===== src/sv/nls_pkg.sv =====
package nls_pkg;

    typedef enum logic [2:0] {
        MODE_IDLE   = 3'b001,
        MODE_PREFIX = 3'b010,
        MODE_DIGITS = 3'b100
    } scan_mode_t;

    typedef enum logic [1:0] {
        RADIX_DEC = 2'd0,
        RADIX_BIN = 2'd1,
        RADIX_OCT = 2'd2,
        RADIX_HEX = 2'd3
    } radix_t;

    localparam logic [7:0] CH_UNDERSCORE = 8'd95;
    localparam logic [7:0] CH_ZERO       = 8'h30;
    localparam logic [7:0] CH_ONE        = 8'h31;
    localparam logic [7:0] CH_SEVEN      = 8'h37;
    localparam logic [7:0] CH_NINE       = 8'h39;
    localparam logic [7:0] CH_UP_A       = 8'h41;
    localparam logic [7:0] CH_UP_F       = 8'h46;
    localparam logic [7:0] CH_LO_A       = 8'h61;
    localparam logic [7:0] CH_LO_F       = 8'h66;
    localparam logic [7:0] CH_LO_B       = 8'h62;
    localparam logic [7:0] CH_UP_B       = 8'h42;
    localparam logic [7:0] CH_LO_X       = 8'h78;
    localparam logic [7:0] CH_UP_X       = 8'h58;
    localparam logic [7:0] CH_LO_L       = 8'h6c;
    localparam logic [7:0] CH_UP_L       = 8'h4c;

    typedef struct packed {
        logic [7:0] ch;
        logic       begin_req;
        logic       end_of_input;
    } in_word_t;

    typedef struct packed {
        logic       consumed;
        logic       done_res;
        radix_t     radix_code;
        logic [7:0] token_length;
        logic       error;
    } out_word_t;

    typedef struct packed {
        scan_mode_t mode;
        radix_t     radix;
        logic [7:0] length;
    } scan_state_t;

    function automatic logic in_class(radix_t radix, logic [7:0] c);
        logic dec;
        logic cls;
        dec = (c >= CH_ZERO) && (c <= CH_NINE);
        case (radix)
            RADIX_BIN: cls = (c == CH_ZERO) || (c == CH_ONE);
            RADIX_OCT: cls = (c >= CH_ZERO) && (c <= CH_SEVEN);
            RADIX_HEX: cls = dec || ((c >= CH_UP_A) && (c <= CH_UP_F))
                             || ((c >= CH_LO_A) && (c <= CH_LO_F));
            default:   cls = dec;
        endcase
        return cls || (c == CH_UNDERSCORE);
    endfunction

endpackage


===== src/sv/nls_if.sv =====
interface nls_in_if;
    logic       valid;
    logic       ready;
    logic [7:0] ch;
    logic       begin_req;
    logic       end_of_input;

    modport source (output valid, output ch, output begin_req, output end_of_input,
                    input ready);
    modport sink   (input valid, input ch, input begin_req, input end_of_input,
                    output ready);
endinterface

interface nls_out_if;
    logic       valid;
    logic       ready;
    logic       consumed;
    logic       done_res;
    logic [1:0] radix_code;
    logic [7:0] token_length;
    logic       error;

    modport source (output valid, output consumed, output done_res, output radix_code,
                    output token_length, output error, input ready);
    modport sink   (input valid, input consumed, input done_res, input radix_code,
                    input token_length, input error, output ready);
endinterface


===== src/sv/nls_step.sv =====
module nls_step
    import nls_pkg::*;
#(
    parameter int MAX_TOKEN_LENGTH = 255
)
(
    input  in_word_t    word,
    input  scan_state_t cur,
    output scan_state_t nxt,
    output out_word_t   res
);

    localparam logic [7:0] LEN_CAP =
        (MAX_TOKEN_LENGTH < 255) ? 8'(MAX_TOKEN_LENGTH) : 8'd255;

    logic [7:0] bumped;
    radix_t     sel;
    logic       sel_ok;

    assign bumped = (cur.length < LEN_CAP) ? cur.length + 8'd1 : cur.length;

    always_comb
    begin
        sel    = RADIX_DEC;
        sel_ok = 1'b1;
        if (word.ch == CH_LO_B || word.ch == CH_UP_B)
            sel = RADIX_BIN;
        else if (word.ch == CH_LO_X || word.ch == CH_UP_X)
            sel = RADIX_HEX;
        else if (word.ch >= CH_ZERO && word.ch <= CH_SEVEN)
            sel = RADIX_OCT;
        else
            sel_ok = 1'b0;
    end

    always_comb
    begin
        nxt = cur;
        res = '0;
        unique case (cur.mode) inside
            MODE_PREFIX, MODE_DIGITS:
            begin
                if (word.end_of_input)
                begin
                    res.done_res   = 1'b1;
                    res.error      = 1'b1;
                    res.radix_code = (cur.mode == MODE_DIGITS) ? cur.radix : RADIX_DEC;
                    nxt.mode       = MODE_IDLE;
                end
                else if (cur.mode == MODE_PREFIX)
                begin
                    if (sel_ok)
                    begin
                        res.consumed = 1'b1;
                        nxt.radix    = sel;
                        nxt.length   = bumped;
                        nxt.mode     = MODE_DIGITS;
                    end
                    else
                    begin
                        nxt.radix    = RADIX_DEC;
                        res.done_res = 1'b1;
                        nxt.mode     = MODE_IDLE;
                    end
                    res.radix_code = nxt.radix;
                end
                else
                begin
                    if (in_class(cur.radix, word.ch))
                    begin
                        res.consumed = 1'b1;
                        nxt.length   = bumped;
                    end
                    else if (word.ch == CH_LO_L || word.ch == CH_UP_L)
                    begin
                        res.consumed = 1'b1;
                        res.done_res = 1'b1;
                        nxt.length   = bumped;
                        nxt.mode     = MODE_IDLE;
                    end
                    else
                    begin
                        res.done_res = 1'b1;
                        nxt.mode     = MODE_IDLE;
                    end
                    res.radix_code = cur.radix;
                end
                res.token_length = nxt.length;
            end
            default:
            begin
                nxt.mode = MODE_IDLE;
                if (word.begin_req && !word.end_of_input)
                begin
                    res.consumed     = 1'b1;
                    nxt.radix        = RADIX_DEC;
                    nxt.length       = 8'd1;
                    nxt.mode         = (word.ch == CH_ZERO) ? MODE_PREFIX : MODE_DIGITS;
                    res.token_length = 8'd1;
                end
            end
        endcase
    end

endmodule


===== src/sv/numeric_literal_scanner.sv =====
// Scans a C-style numeric literal one character word at a time and returns one result
// word per input word: whether the character belongs to the token, whether the token is
// complete, its radix (0 decimal, 1 binary, 2 octal, 3 hex), the length so far
// (saturating at the smaller of MAX_TOKEN_LENGTH and 255) and an error flag for end of
// input inside a token. A character that ends a token without being consumed must be
// presented again. Each word passes an input register, the combinational scan logic and a
// result register, and a new word is taken every cycle unless dout.ready holds back a
// waiting result; the scan state feeds back through the combinational scan logic.
module numeric_literal_scanner
    import nls_pkg::*;
#(
    parameter int MAX_TOKEN_LENGTH = 255
)
(
    input  logic      clk,
    input  logic      rst_n,
    nls_in_if.sink    din,
    nls_out_if.source dout
);

    logic        in_valid_reg;
    in_word_t    in_word_reg;
    logic        out_valid_reg;
    out_word_t   out_word_reg;
    scan_state_t state_reg;
    scan_state_t state_next;
    out_word_t   res_next;
    logic        advance;
    logic        take;

    assign advance  = in_valid_reg && (!out_valid_reg || dout.ready);
    assign din.ready = !in_valid_reg || advance;
    assign take     = din.valid && din.ready;

    nls_step #(
        .MAX_TOKEN_LENGTH (MAX_TOKEN_LENGTH)
    ) u_step (
        .word (in_word_reg),
        .cur  (state_reg),
        .nxt  (state_next),
        .res  (res_next)
    );

    // input register
    always_ff @(posedge clk or negedge rst_n)
    begin
        if (!rst_n)
            in_valid_reg <= 1'b0;
        else if (din.ready)
            in_valid_reg <= din.valid;
    end

    always_ff @(posedge clk)
    begin
        if (take)
        begin
            in_word_reg.ch           <= din.ch;
            in_word_reg.begin_req    <= din.begin_req;
            in_word_reg.end_of_input <= din.end_of_input;
        end
    end

    // scan state
    always_ff @(posedge clk or negedge rst_n)
    begin
        if (!rst_n)
        begin
            state_reg.mode   <= MODE_IDLE;
            state_reg.radix  <= RADIX_DEC;
            state_reg.length <= 8'd0;
        end
        else if (advance)
            state_reg <= state_next;
    end

    // result register
    always_ff @(posedge clk or negedge rst_n)
    begin
        if (!rst_n)
            out_valid_reg <= 1'b0;
        else if (advance)
            out_valid_reg <= 1'b1;
        else if (dout.ready)
            out_valid_reg <= 1'b0;
    end

    always_ff @(posedge clk)
    begin
        if (advance)
            out_word_reg <= res_next;
    end

    assign dout.valid        = out_valid_reg;
    assign dout.consumed     = out_word_reg.consumed;
    assign dout.done_res     = out_word_reg.done_res;
    assign dout.radix_code   = out_word_reg.radix_code;
    assign dout.token_length = out_word_reg.token_length;
    assign dout.error        = out_word_reg.error;

endmodule

===== src/flat_wrapper.sv =====
// flat-port wrapper written by rule: the top's interface ports become plain ports
module numeric_literal_scanner_flat import nls_pkg::*;
#(
    parameter int MAX_TOKEN_LENGTH = 255
)
  (clk, rst_n, din_valid, din_ch, din_begin_req, din_end_of_input, din_ready, dout_valid, dout_consumed, dout_done_res, dout_radix_code, dout_token_length, dout_error, dout_ready);
  nls_in_if din_i ();
  nls_out_if dout_i ();
  input  logic clk;
  input  logic rst_n;
  input wire logic [$bits(din_i.valid)-1:0] din_valid;
  input wire logic [$bits(din_i.ch)-1:0] din_ch;
  input wire logic [$bits(din_i.begin_req)-1:0] din_begin_req;
  input wire logic [$bits(din_i.end_of_input)-1:0] din_end_of_input;
  output wire logic [$bits(din_i.ready)-1:0] din_ready;
  output wire logic [$bits(dout_i.valid)-1:0] dout_valid;
  output wire logic [$bits(dout_i.consumed)-1:0] dout_consumed;
  output wire logic [$bits(dout_i.done_res)-1:0] dout_done_res;
  output wire logic [$bits(dout_i.radix_code)-1:0] dout_radix_code;
  output wire logic [$bits(dout_i.token_length)-1:0] dout_token_length;
  output wire logic [$bits(dout_i.error)-1:0] dout_error;
  input wire logic [$bits(dout_i.ready)-1:0] dout_ready;
  assign din_i.valid = din_valid;
  assign din_i.ch = din_ch;
  assign din_i.begin_req = din_begin_req;
  assign din_i.end_of_input = din_end_of_input;
  assign din_ready = din_i.ready;
  assign dout_valid = dout_i.valid;
  assign dout_consumed = dout_i.consumed;
  assign dout_done_res = dout_i.done_res;
  assign dout_radix_code = dout_i.radix_code;
  assign dout_token_length = dout_i.token_length;
  assign dout_error = dout_i.error;
  assign dout_i.ready = dout_ready;
  numeric_literal_scanner #(.MAX_TOKEN_LENGTH(MAX_TOKEN_LENGTH)) u_core (.clk(clk), .rst_n(rst_n), .din(din_i), .dout(dout_i));
endmodule

===== config.mk =====
export PLATFORM = sky130hd
export DESIGN_NAME = numeric_literal_scanner_flat
export DESIGN_NICKNAME = d
export VERILOG_FILES = /design/src/sv/nls_pkg.sv /design/src/sv/nls_if.sv /design/src/sv/nls_step.sv /design/src/sv/numeric_literal_scanner.sv /design/src/flat_wrapper.sv
export SDC_FILE = /design/constraint.sdc
export NUM_CORES = 1
export LEC_CHECK = 0
export BUFFER_PORTS_ARGS = -buffer_cell sky130_fd_sc_hd__buf_4
export CAP_MARGIN = 0
export CORE_MARGIN = 3
export CORE_UTILIZATION = 52
export CTS_BUF_LIST = sky130_fd_sc_hd__clkbuf_4 sky130_fd_sc_hd__clkbuf_8
export DETAILED_ROUTE_END_ITERATION = 8
export PLACE_DENSITY = 0.75
export SLEW_MARGIN = 20
export SYNTH_ARGS = -nofsm -noshare
export SYNTH_HDL_FRONTEND = slang
export SYNTH_SLANG_ARGS = --single-unit
export TNS_END_PERCENT = 30

===== constraint.sdc =====
create_clock -name clk -period 2.1 [get_ports clk]
set_clock_uncertainty 0.05 [all_clocks]
set_input_delay 0 -clock clk [delete_from_list [all_inputs] [get_ports clk]]
set_output_delay 0 -clock clk [all_outputs]
set_load 0.005 [all_outputs]

==> metrics.txt, run 1 <==
full die area 4770 um^2; Post-synth EDFFs 23; initial DRC count 288; via count 1993; total power 1880 uW; post-route insts no fill 330; Worst R2R Path Depth 6; fmax 0.4455 GHz; Syn Nets 217; Pwr per Cell Area 646.9 nW/um^2; crit-path max FO 4; TritonCTS clock tree yes; most instantiated cells after synthesis nand2_1, edfxtp_1, nor2_1; Starting Density 0.5525; failing checks setup timing; hpwl dp 3529 um; H-tree Lvls 2; drt via density 6.039; Tmin final 2.245 ns; Global Route Usage Sum 0.2265; dominant synthesized flop cell edfxtp_1; num rows 22; most frequent cell after synthesis nand2_1; drt pass-1 iters 5; Worst-path clk slew 0.07 ns; static leakage 0.001210 uW; layout cell share with drive strength beyond 1 0.3582; CTS sink count 38; type of the worst min-delay path in2async; sum of buffers and inverters on the critical path 0; Cells after DPL 300; fin util 0.7764; R2R Path End u_core.dout.token_length[0]; Routed Antenna Nets 0; Fin. Hold Viols 0; synthesis-to-finish area growth 40.53%; slowest library cell on the worst path or4_1; Worst VDD drop 0.4677 mV; fin nets 296; Worst Setup Path Type reg2reg; antenna violations before repair 0; Worst Setup SP u_core.in_word_reg[5]; register-to-register setup slack -0.14 ns; # Max-Cap Violations 0; post-route setup slack -0.1446 ns; Synth Cell Area 2068 um^2; Avg Cell Area, Syn 10.24 um^2; final RePlAce weighted congestion 0.9664; I/O pin total 29; first-pass GRT wire length 8749 um; Yosys cell types 57; RSZ-0062 raised after global routing true; drt wl/cell 16.09 um; IO Port Bufs 28; status finished with violations; ranking of synthesized cells by area edfxtp_1, dfrtp_1, nand2_1; Slew Viols, Final 0; crit path cell chain or3b_1, o32ai_2, nand2_2, and4_4, or4_1, o211ai_1; Setup TNS -0.3111 ns; sequential share of the synthesized area 0.5160; largest delay contributor family on the critical path simple AND/OR/NAND/NOR gates; Synth Instances 202; final period utilization 1.069; post-route DRC violation count 0; crit path DAT 2.33 ns; required time of the critical path 2.18 ns; cts bufs inserted 5; Max Root-Sink Buffers 2; largest net degree at the start of global routing 16; clk_lat worst skew 0.29 ns; Worst R2R Start u_core.in_word_reg[5]; area share of the largest cell type after synthesis 0.3339; vias in the first global route 1848; max reg flops 13; core footprint 3744 um^2; final setup fails 9; largest area contributor in the netlist edfxtp_1; clk root buf clkbuf_8; Die Ht 69.07 um; Critical Path Source Type flip-flop; Max stage delay on crit path 0.49 ns; flops & latches, synth 38; n_diodes 0; crit end category flip-flop; Synth async-reset ratio 0.3947; Slew HR 0.7266; grt total ovfl 0; Synthesis Warnings 0; Tightest Pin Transition 0.4101 ns; final wirelength 5311 um; Die X-Extent 69.07 um
-- per-layer routing --
layer  GRT usage  wire (um)  vias to the layer above
met4     0.06941        116                        0
met2      0.3665       2558                      110
met1      0.3028       2210                      936
met3     0.05248        425                       20
li1            -          -                      927
met5           0          0                        -
-- cell families after synthesis --
logic type	share of synthesized area
XOR/XNOR	0.004235
flip-flops	0.5160
buffers and inverters	0.02419
AND/OR/NAND/NOR	0.2650
AO/OA/AOI/OAI	0.1742
adder cells (fa/ha/maj)	0.006049
multiplexers	0.01028
-- worst max-delay path by stage --
stage	endpoint	slack, ns	cells after the start
floorplan	u_core.dout.token_length[0]	-0.09	7
finish	u_core.dout.token_length[0]	-0.14	6
global placement	u_core.dout.token_length[0]	-0.10	6
detailed placement	u_core.dout.token_length[4]	-0.15	6
CTS	u_core.dout.token_length[0]	-0.10	6
global route	u_core.dout.token_length[0]	-0.26	7
-- cells in the final DEF, fill, tap and decap left out, drive strengths merged, types with 2 or more instances in the layout --
| cell | Yosys | layout |
|---|---|---|
| nand4b | 2 | 2 |
| and3 | 6 | 6 |
| a32o | 2 | 2 |
| a31oi | 2 | 2 |
| a22o | 2 | 2 |
| nand2 | 24 | 24 |
| o311ai | 2 | 2 |
| o21ai | 8 | 8 |
| nand2b | 6 | 6 |
| nor2 | 23 | 23 |
| or3b | 4 | 4 |
| a21o | 4 | 4 |
| nor3b | 2 | 2 |
| a22oi | 2 | 2 |
| a211oi | 4 | 4 |
| nand3b | 3 | 3 |
| buf | 4 | 63 |
| a21oi | 7 | 7 |
| edfxtp | 23 | 23 |
| clkbuf | 1 | 7 |
| a31o | 4 | 4 |
| o211ai | 3 | 3 |
| nand3 | 9 | 9 |
| or2 | 2 | 2 |
| nand4 | 7 | 7 |
| dlygate4sd3 | 0 | 14 |
| inv | 4 | 4 |
| o221ai | 2 | 2 |
| and2 | 2 | 2 |
| or4 | 2 | 2 |
| or3 | 2 | 2 |
| dfrtp | 14 | 14 |
| nor3 | 7 | 7 |
-- worst reg2reg max path, stage by stage, from the launching register on --
cell      delay [ns]
edfxtp_1        0.46
or3b_1          0.42
o32ai_2         0.25
nand2_2         0.14
and4_4          0.19
or4_1           0.49
o211ai_1        0.10
-- where the power goes --
group | internal [uW] | leakage (uW) | switching, uW
logic | 170 | 0.000732 | 160
clock network | 381 | 0.0000593 | 237
registers | 864 | 0.000419 | 69.2
-- timing repair --
action                     in CTS  in global routing
setup endpoints to repair      11                 20
buffers inserted                3                  5
hold endpoints to repair       27                  0
gates resized for setup         6                 14
pin swaps                       4                  5
hold buffers                   14                  0
-- layout make-up --
type                    instances  area, um^2
repair buffers                 77       620.6
clock buffers                   7       83.83
multi-input cells             155        1030
well taps                      48       60.06
clock inverters                 1       30.03
inverters                       4       15.01
flip-flops and latches         38        1067
fillers                       234       837.1
-- metrics by stage --
step | area [um^2] | hold slack, ns | worst slack (ns)
after global routing | 2907 | 0.05329 | -0.2615
after detailed placement | 2506 | -0.1792 | -0.1492
after global placement | 2506 | -0.1819 | -0.1025
final | 2907 | 0.04792 | -0.1446
after CTS | 2809 | 0.04719 | -0.1047
after floorplan | 2068 | -0.3456 | -0.08905
No activity file was read; power rests on OpenSTA's default activity.
==> inputs of run 2 (changes only) <==
--- a/config.mk
+++ b/config.mk
@@ -12,6 +12,8 @@
 export CTS_BUF_LIST = sky130_fd_sc_hd__clkbuf_4 sky130_fd_sc_hd__clkbuf_8
 export DETAILED_ROUTE_END_ITERATION = 8
 export PLACE_DENSITY = 0.75
+export REMOVE_ABC_BUFFERS = 1
+export SKIP_CTS_REPAIR_TIMING = 1
 export SLEW_MARGIN = 20
 export SYNTH_ARGS = -nofsm -noshare
 export SYNTH_HDL_FRONTEND = slang
==> run 2 against run 1 <==
The flow still finishes with violations (setup timing). Maximum frequency decreased by 1.5%. Sequential power is essentially flat. Final area shrank 0.30%.
==> metrics.txt, run 2 (same netlist as run 1, synthesis figures left out) <==
Setup TNS -1.350 ns; R2R Path End u_core.dout.token_length[4]; crit-path max FO 5; post-route insts no fill 327; post-route DRC violation count 0; Starting Density 0.5525; Max Root-Sink Buffers 2; static leakage 0.001187 uW; type of the worst min-delay path in2async; clk_lat worst skew 0.29 ns; drt via density 5.985; design area 2898 um^2; required time of the critical path 2.08 ns; Pwr per Cell Area 627.1 nW/um^2; Clock Power Share 0.297; Critical Path Source Type flip-flop; drt wl/cell 17.41 um; Worst R2R Path Depth 7; layout cell share with drive strength beyond 1 0.3620; Min Hold Slack 0.04891 ns; num rows 22; largest net degree at the start of global routing 16; Fin. Hold Viols 0; hpwl dp 3653 um; Die X-Extent 69.07 um; TritonCTS clock tree yes; fin nets 293; Global Route Usage Sum 0.2203; max reg flops 13; n_diodes 0; IO Port Bufs 28; full die area 4770 um^2; Slew HR 0.6881; cell internal pwr 1317 uW; Worst Setup Path Type reg2reg; final period utilization 1.085; status finished with violations; Seq pwr share 0.514; via count 1957; grt total ovfl 0; commonest non-fill, non-tap cell in the layout buf_4; clk root buf clkbuf_8; vias in the first global route 1742; Worst R2R Start u_core.in_word_reg[8]; Routed Antenna Nets 0; Worst Setup SP u_core.in_word_reg[8]; antenna violations before repair 0; failing checks setup timing; final setup fails 16; Switching Power 500.2 uW; register-to-register setup slack -0.18 ns; Worst VDD drop 0.4611 mV; fmax 0.4388 GHz; final RePlAce weighted congestion 0.9466; crit end category flip-flop; I/O pin total 29; placed cell areas 2499 um^2; core footprint 3744 um^2; Worst-path clk slew 0.07 ns; Fillers 257; cts bufs inserted 5; H-tree Lvls 2; Tmin final 2.279 ns; synthesis-to-finish area growth 40.11%; initial DRC count 256; most frequent cells in the layout buf_4, nand2_1, nor2_1, edfxtp_1; # Max-Cap Violations 0; RSZ-0062 raised after global routing true; post-route setup slack -0.1789 ns; first-pass GRT wire length 8431 um; crit path DAT 2.26 ns; CTS sink count 38; sw frac 0.2753; combinational fraction of design power 0.189; Tightest Pin Transition 0.4679 ns; Cells after DPL 299; Slew Viols, Final 0; drt pass-1 iters 5; final wirelength 5694 um; Die Ht 69.07 um
run 2: cell types whose count changed in the layout (fill, tap and decap cells not counted), sizes merged:
cell,previous run,this run
buf,63,60
bufinv,1,0
clkinv,0,1
run 2: worst max path at each step:
| stage | to |
|---|---|
| floorplan | u_core.dout.token_length[3] |
| global placement | u_core.dout.token_length[6] |
| detailed placement | u_core.dout.token_length[0] |
| CTS | u_core.dout.token_length[0] |
| global route | u_core.state_reg[0] |
| finish | u_core.dout.token_length[4] |
run 2: stage by stage:
step | total power, uW | worst slack [ns] | utilization
2_1_floorplan | 1071 | -0.2053 | -
3_3_place_gp | 1207 | -0.1084 | 0.6674
4_1_cts | 1745 | -0.1848 | 0.6928
6_report | 1817 | -0.1789 | 0.7741
5_1_grt | 1890 | -0.2789 | 0.7741
3_5_place_dp | 1220 | -0.1682 | 0.6674
run 2: power groups by stage:
stage | registers [uW] | logic (uW) | clock network (uW)
final | 934 | 343 | 540
after CTS | 929 | 278 | 539
after global placement | 940 | 267 | 0
after detailed placement | 944 | 277 | 0
after global routing | 942 | 371 | 576
after floorplan | 931 | 140 | 0
run 2: layer usage:
layer / share of wire / GRT usage / wire (um)
met1: 0.42 / 0.3182 / 2407
met2: 0.47 / 0.3242 / 2702
met3: 0.079 / 0.05394 / 448
met4: 0.024 / 0.07375 / 136
met5: 0 / 0 / 0
run 2: worst max-delay path, cell delays in order (launching register included):
cell and delay [ns]:
edfxtp_1 0.47, or2b_1 0.32, o31ai_2 0.24, buf_4 0.16
o21ai_2 0.09, or2_4 0.26, o311ai_1 0.34, nand2_1 0.09
run 2: area by class of cell:
| class | instances | area [um^2] | area share |
|---|---|---|---|
| clock buffers | 7 | 90.09 | 0.03109 |
| clock inverters | 1 | 5.005 | 0.001727 |
| inverters | 4 | 15.01 | 0.005181 |
| multi-input cells | 155 | 1051 | 0.3627 |
| flip-flops and latches | 38 | 1067 | 0.3683 |
| well taps | 48 | 60.06 | 0.02073 |
| repair buffers | 74 | 609.3 | 0.2103 |
==> inputs of run 3 (changes only) <==
==> constraint.sdc (replaced) <==
create_clock -name clk -period 1.9 [get_ports clk]
set_clock_uncertainty 0.05 [all_clocks]
set_input_delay 0 -clock clk [delete_from_list [all_inputs] [get_ports clk]]
set_output_delay 0 -clock clk [all_outputs]
set_load 0.005 [all_outputs]
==> run 3 against run 2 <==
Critical path type unchanged. Clock power increased by 59%. Count of clock-buffer cells in the layout decreased by 1. Final area increased by 5.8%. The run still ends with setup timing left.
==> metrics.txt, run 3 (same netlist as run 1, synthesis figures left out) <==
grt total ovfl 0; vias in the first global route 1956; Critical Path Source Type flip-flop; TritonCTS clock tree yes; Worst R2R Start u_core.in_word_reg[6]; commonest non-fill, non-tap cell in the layout buf_4; most frequent cells in the layout buf_4, nand2_1, nor2_1, edfxtp_1; Worst R2R Path Depth 6; I/O pin total 29; Setup WS pre-CTS -0.4030 ns; R2R Path End u_core.dout.token_length[0]; drt via density 6.195; Min Hold Slack 0.06526 ns; fmax 0.4331 GHz; type of the worst min-delay path in2async; post-route setup slack -0.4090 ns; Worst VDD drop 0.6062 mV; synthesis-to-finish area growth 48.28%; core footprint 3744 um^2; final wirelength 6528 um; Die Ht 69.07 um; # Max-Cap Violations 0; Starting Density 0.5525; full die area 4770 um^2; Routed Antenna Nets 0; Worst Setup Path Type reg2reg; IO Port Bufs 28; failing checks setup timing; Cells after DPL 315; drt pass-1 iters 7; first-pass GRT wire length 9183 um; placed cell areas 2619 um^2; final period utilization 1.215; crit-path max FO 5; Global Route Usage Sum 0.2412; Pwr per Cell Area 756.3 nW/um^2; n_diodes 0; H-tree Lvls 2; design area 3067 um^2; static leakage 0.001289 uW; final RePlAce weighted congestion 0.9968; RSZ-0062 raised after global routing true; status finished with violations; crit end category flip-flop; Fin. Hold Viols 0; post-route insts no fill 343; Tmin final 2.309 ns; crit path DAT 2.40 ns; final setup fails 22; hpwl dp 4066 um; via count 2125; cts bufs inserted 5; register-to-register setup slack -0.41 ns; num rows 22; post-route DRC violation count 0; CTS sink count 38; largest net degree at the start of global routing 16; max reg flops 13; antenna violations before repair 0; Die X-Extent 69.07 um; initial DRC count 356; layout cell share with drive strength beyond 1 0.3966; fin nets 309; Worst-path clk slew 0.08 ns; total power 2319 uW; required time of the critical path 1.99 ns; Slew HR 0.6873; clk root buf clkbuf_8; Max Root-Sink Buffers 2; drt wl/cell 19.03 um; clk_lat worst skew 0.29 ns; Slew Viols, Final 0; Tightest Pin Transition 0.4681 ns
## run 3: worst max-delay path by stage
stage                               start                     endpoint  slack, ns  depth (start not counted)
CTS                 u_core.in_word_reg[8]  u_core.dout.token_length[7]      -0.44                          8
global placement    u_core.in_word_reg[8]  u_core.dout.token_length[7]      -0.38                          8
global route        u_core.in_word_reg[5]  u_core.dout.token_length[0]      -0.49                          6
finish              u_core.in_word_reg[6]  u_core.dout.token_length[0]      -0.41                          6
floorplan           u_core.in_word_reg[5]  u_core.dout.token_length[3]      -0.41                          6
detailed placement  u_core.in_word_reg[8]  u_core.dout.token_length[7]      -0.40                          8
## run 3: final cells by class
| type | count | area, um^2 |
|---|---|---|
| sequential | 38 | 1067 |
| multi-input combinational | 155 | 1064 |
| timing repair buffer | 90 | 718.2 |
| fill | 233 | 676.9 |
| clock buffer | 6 | 82.58 |
| clock inverter | 2 | 60.06 |
| tap | 48 | 60.06 |
| inverter | 4 | 15.01 |
## run 3: stage by stage
step	setup TNS, ns	utilization
after CTS	-6.081	0.7376
after floorplan	-4.440	-
final	-6.389	0.8192
after global routing	-8.106	0.8192
after detailed placement	-5.237	0.6995
after global placement	-4.138	0.6995
## run 3: critical path, cell delays in order (launching register included)
cell,delay [ns]
edfxtp_1,0.45
or3b_4,0.46
a211oi_4,0.34
o21ai_4,0.10
or2_4,0.26
or4_4,0.41
o211ai_1,0.09
## run 3: per-layer routing
layer | global-route usage | vias up | part of all wire
li1 | - | 953 | -
met1 | 0.3229 | 1005 | 0.40
met2 | 0.3761 | 149 | 0.48
met3 | 0.05977 | 18 | 0.095
met4 | 0.09544 | 0 | 0.021
met5 | 0 | - | 0
## run 3: power by group
group          internal, uW  switching, uW
clock                   560            298
combinational           224            223
sequential              954           59.8
total                  1740            581
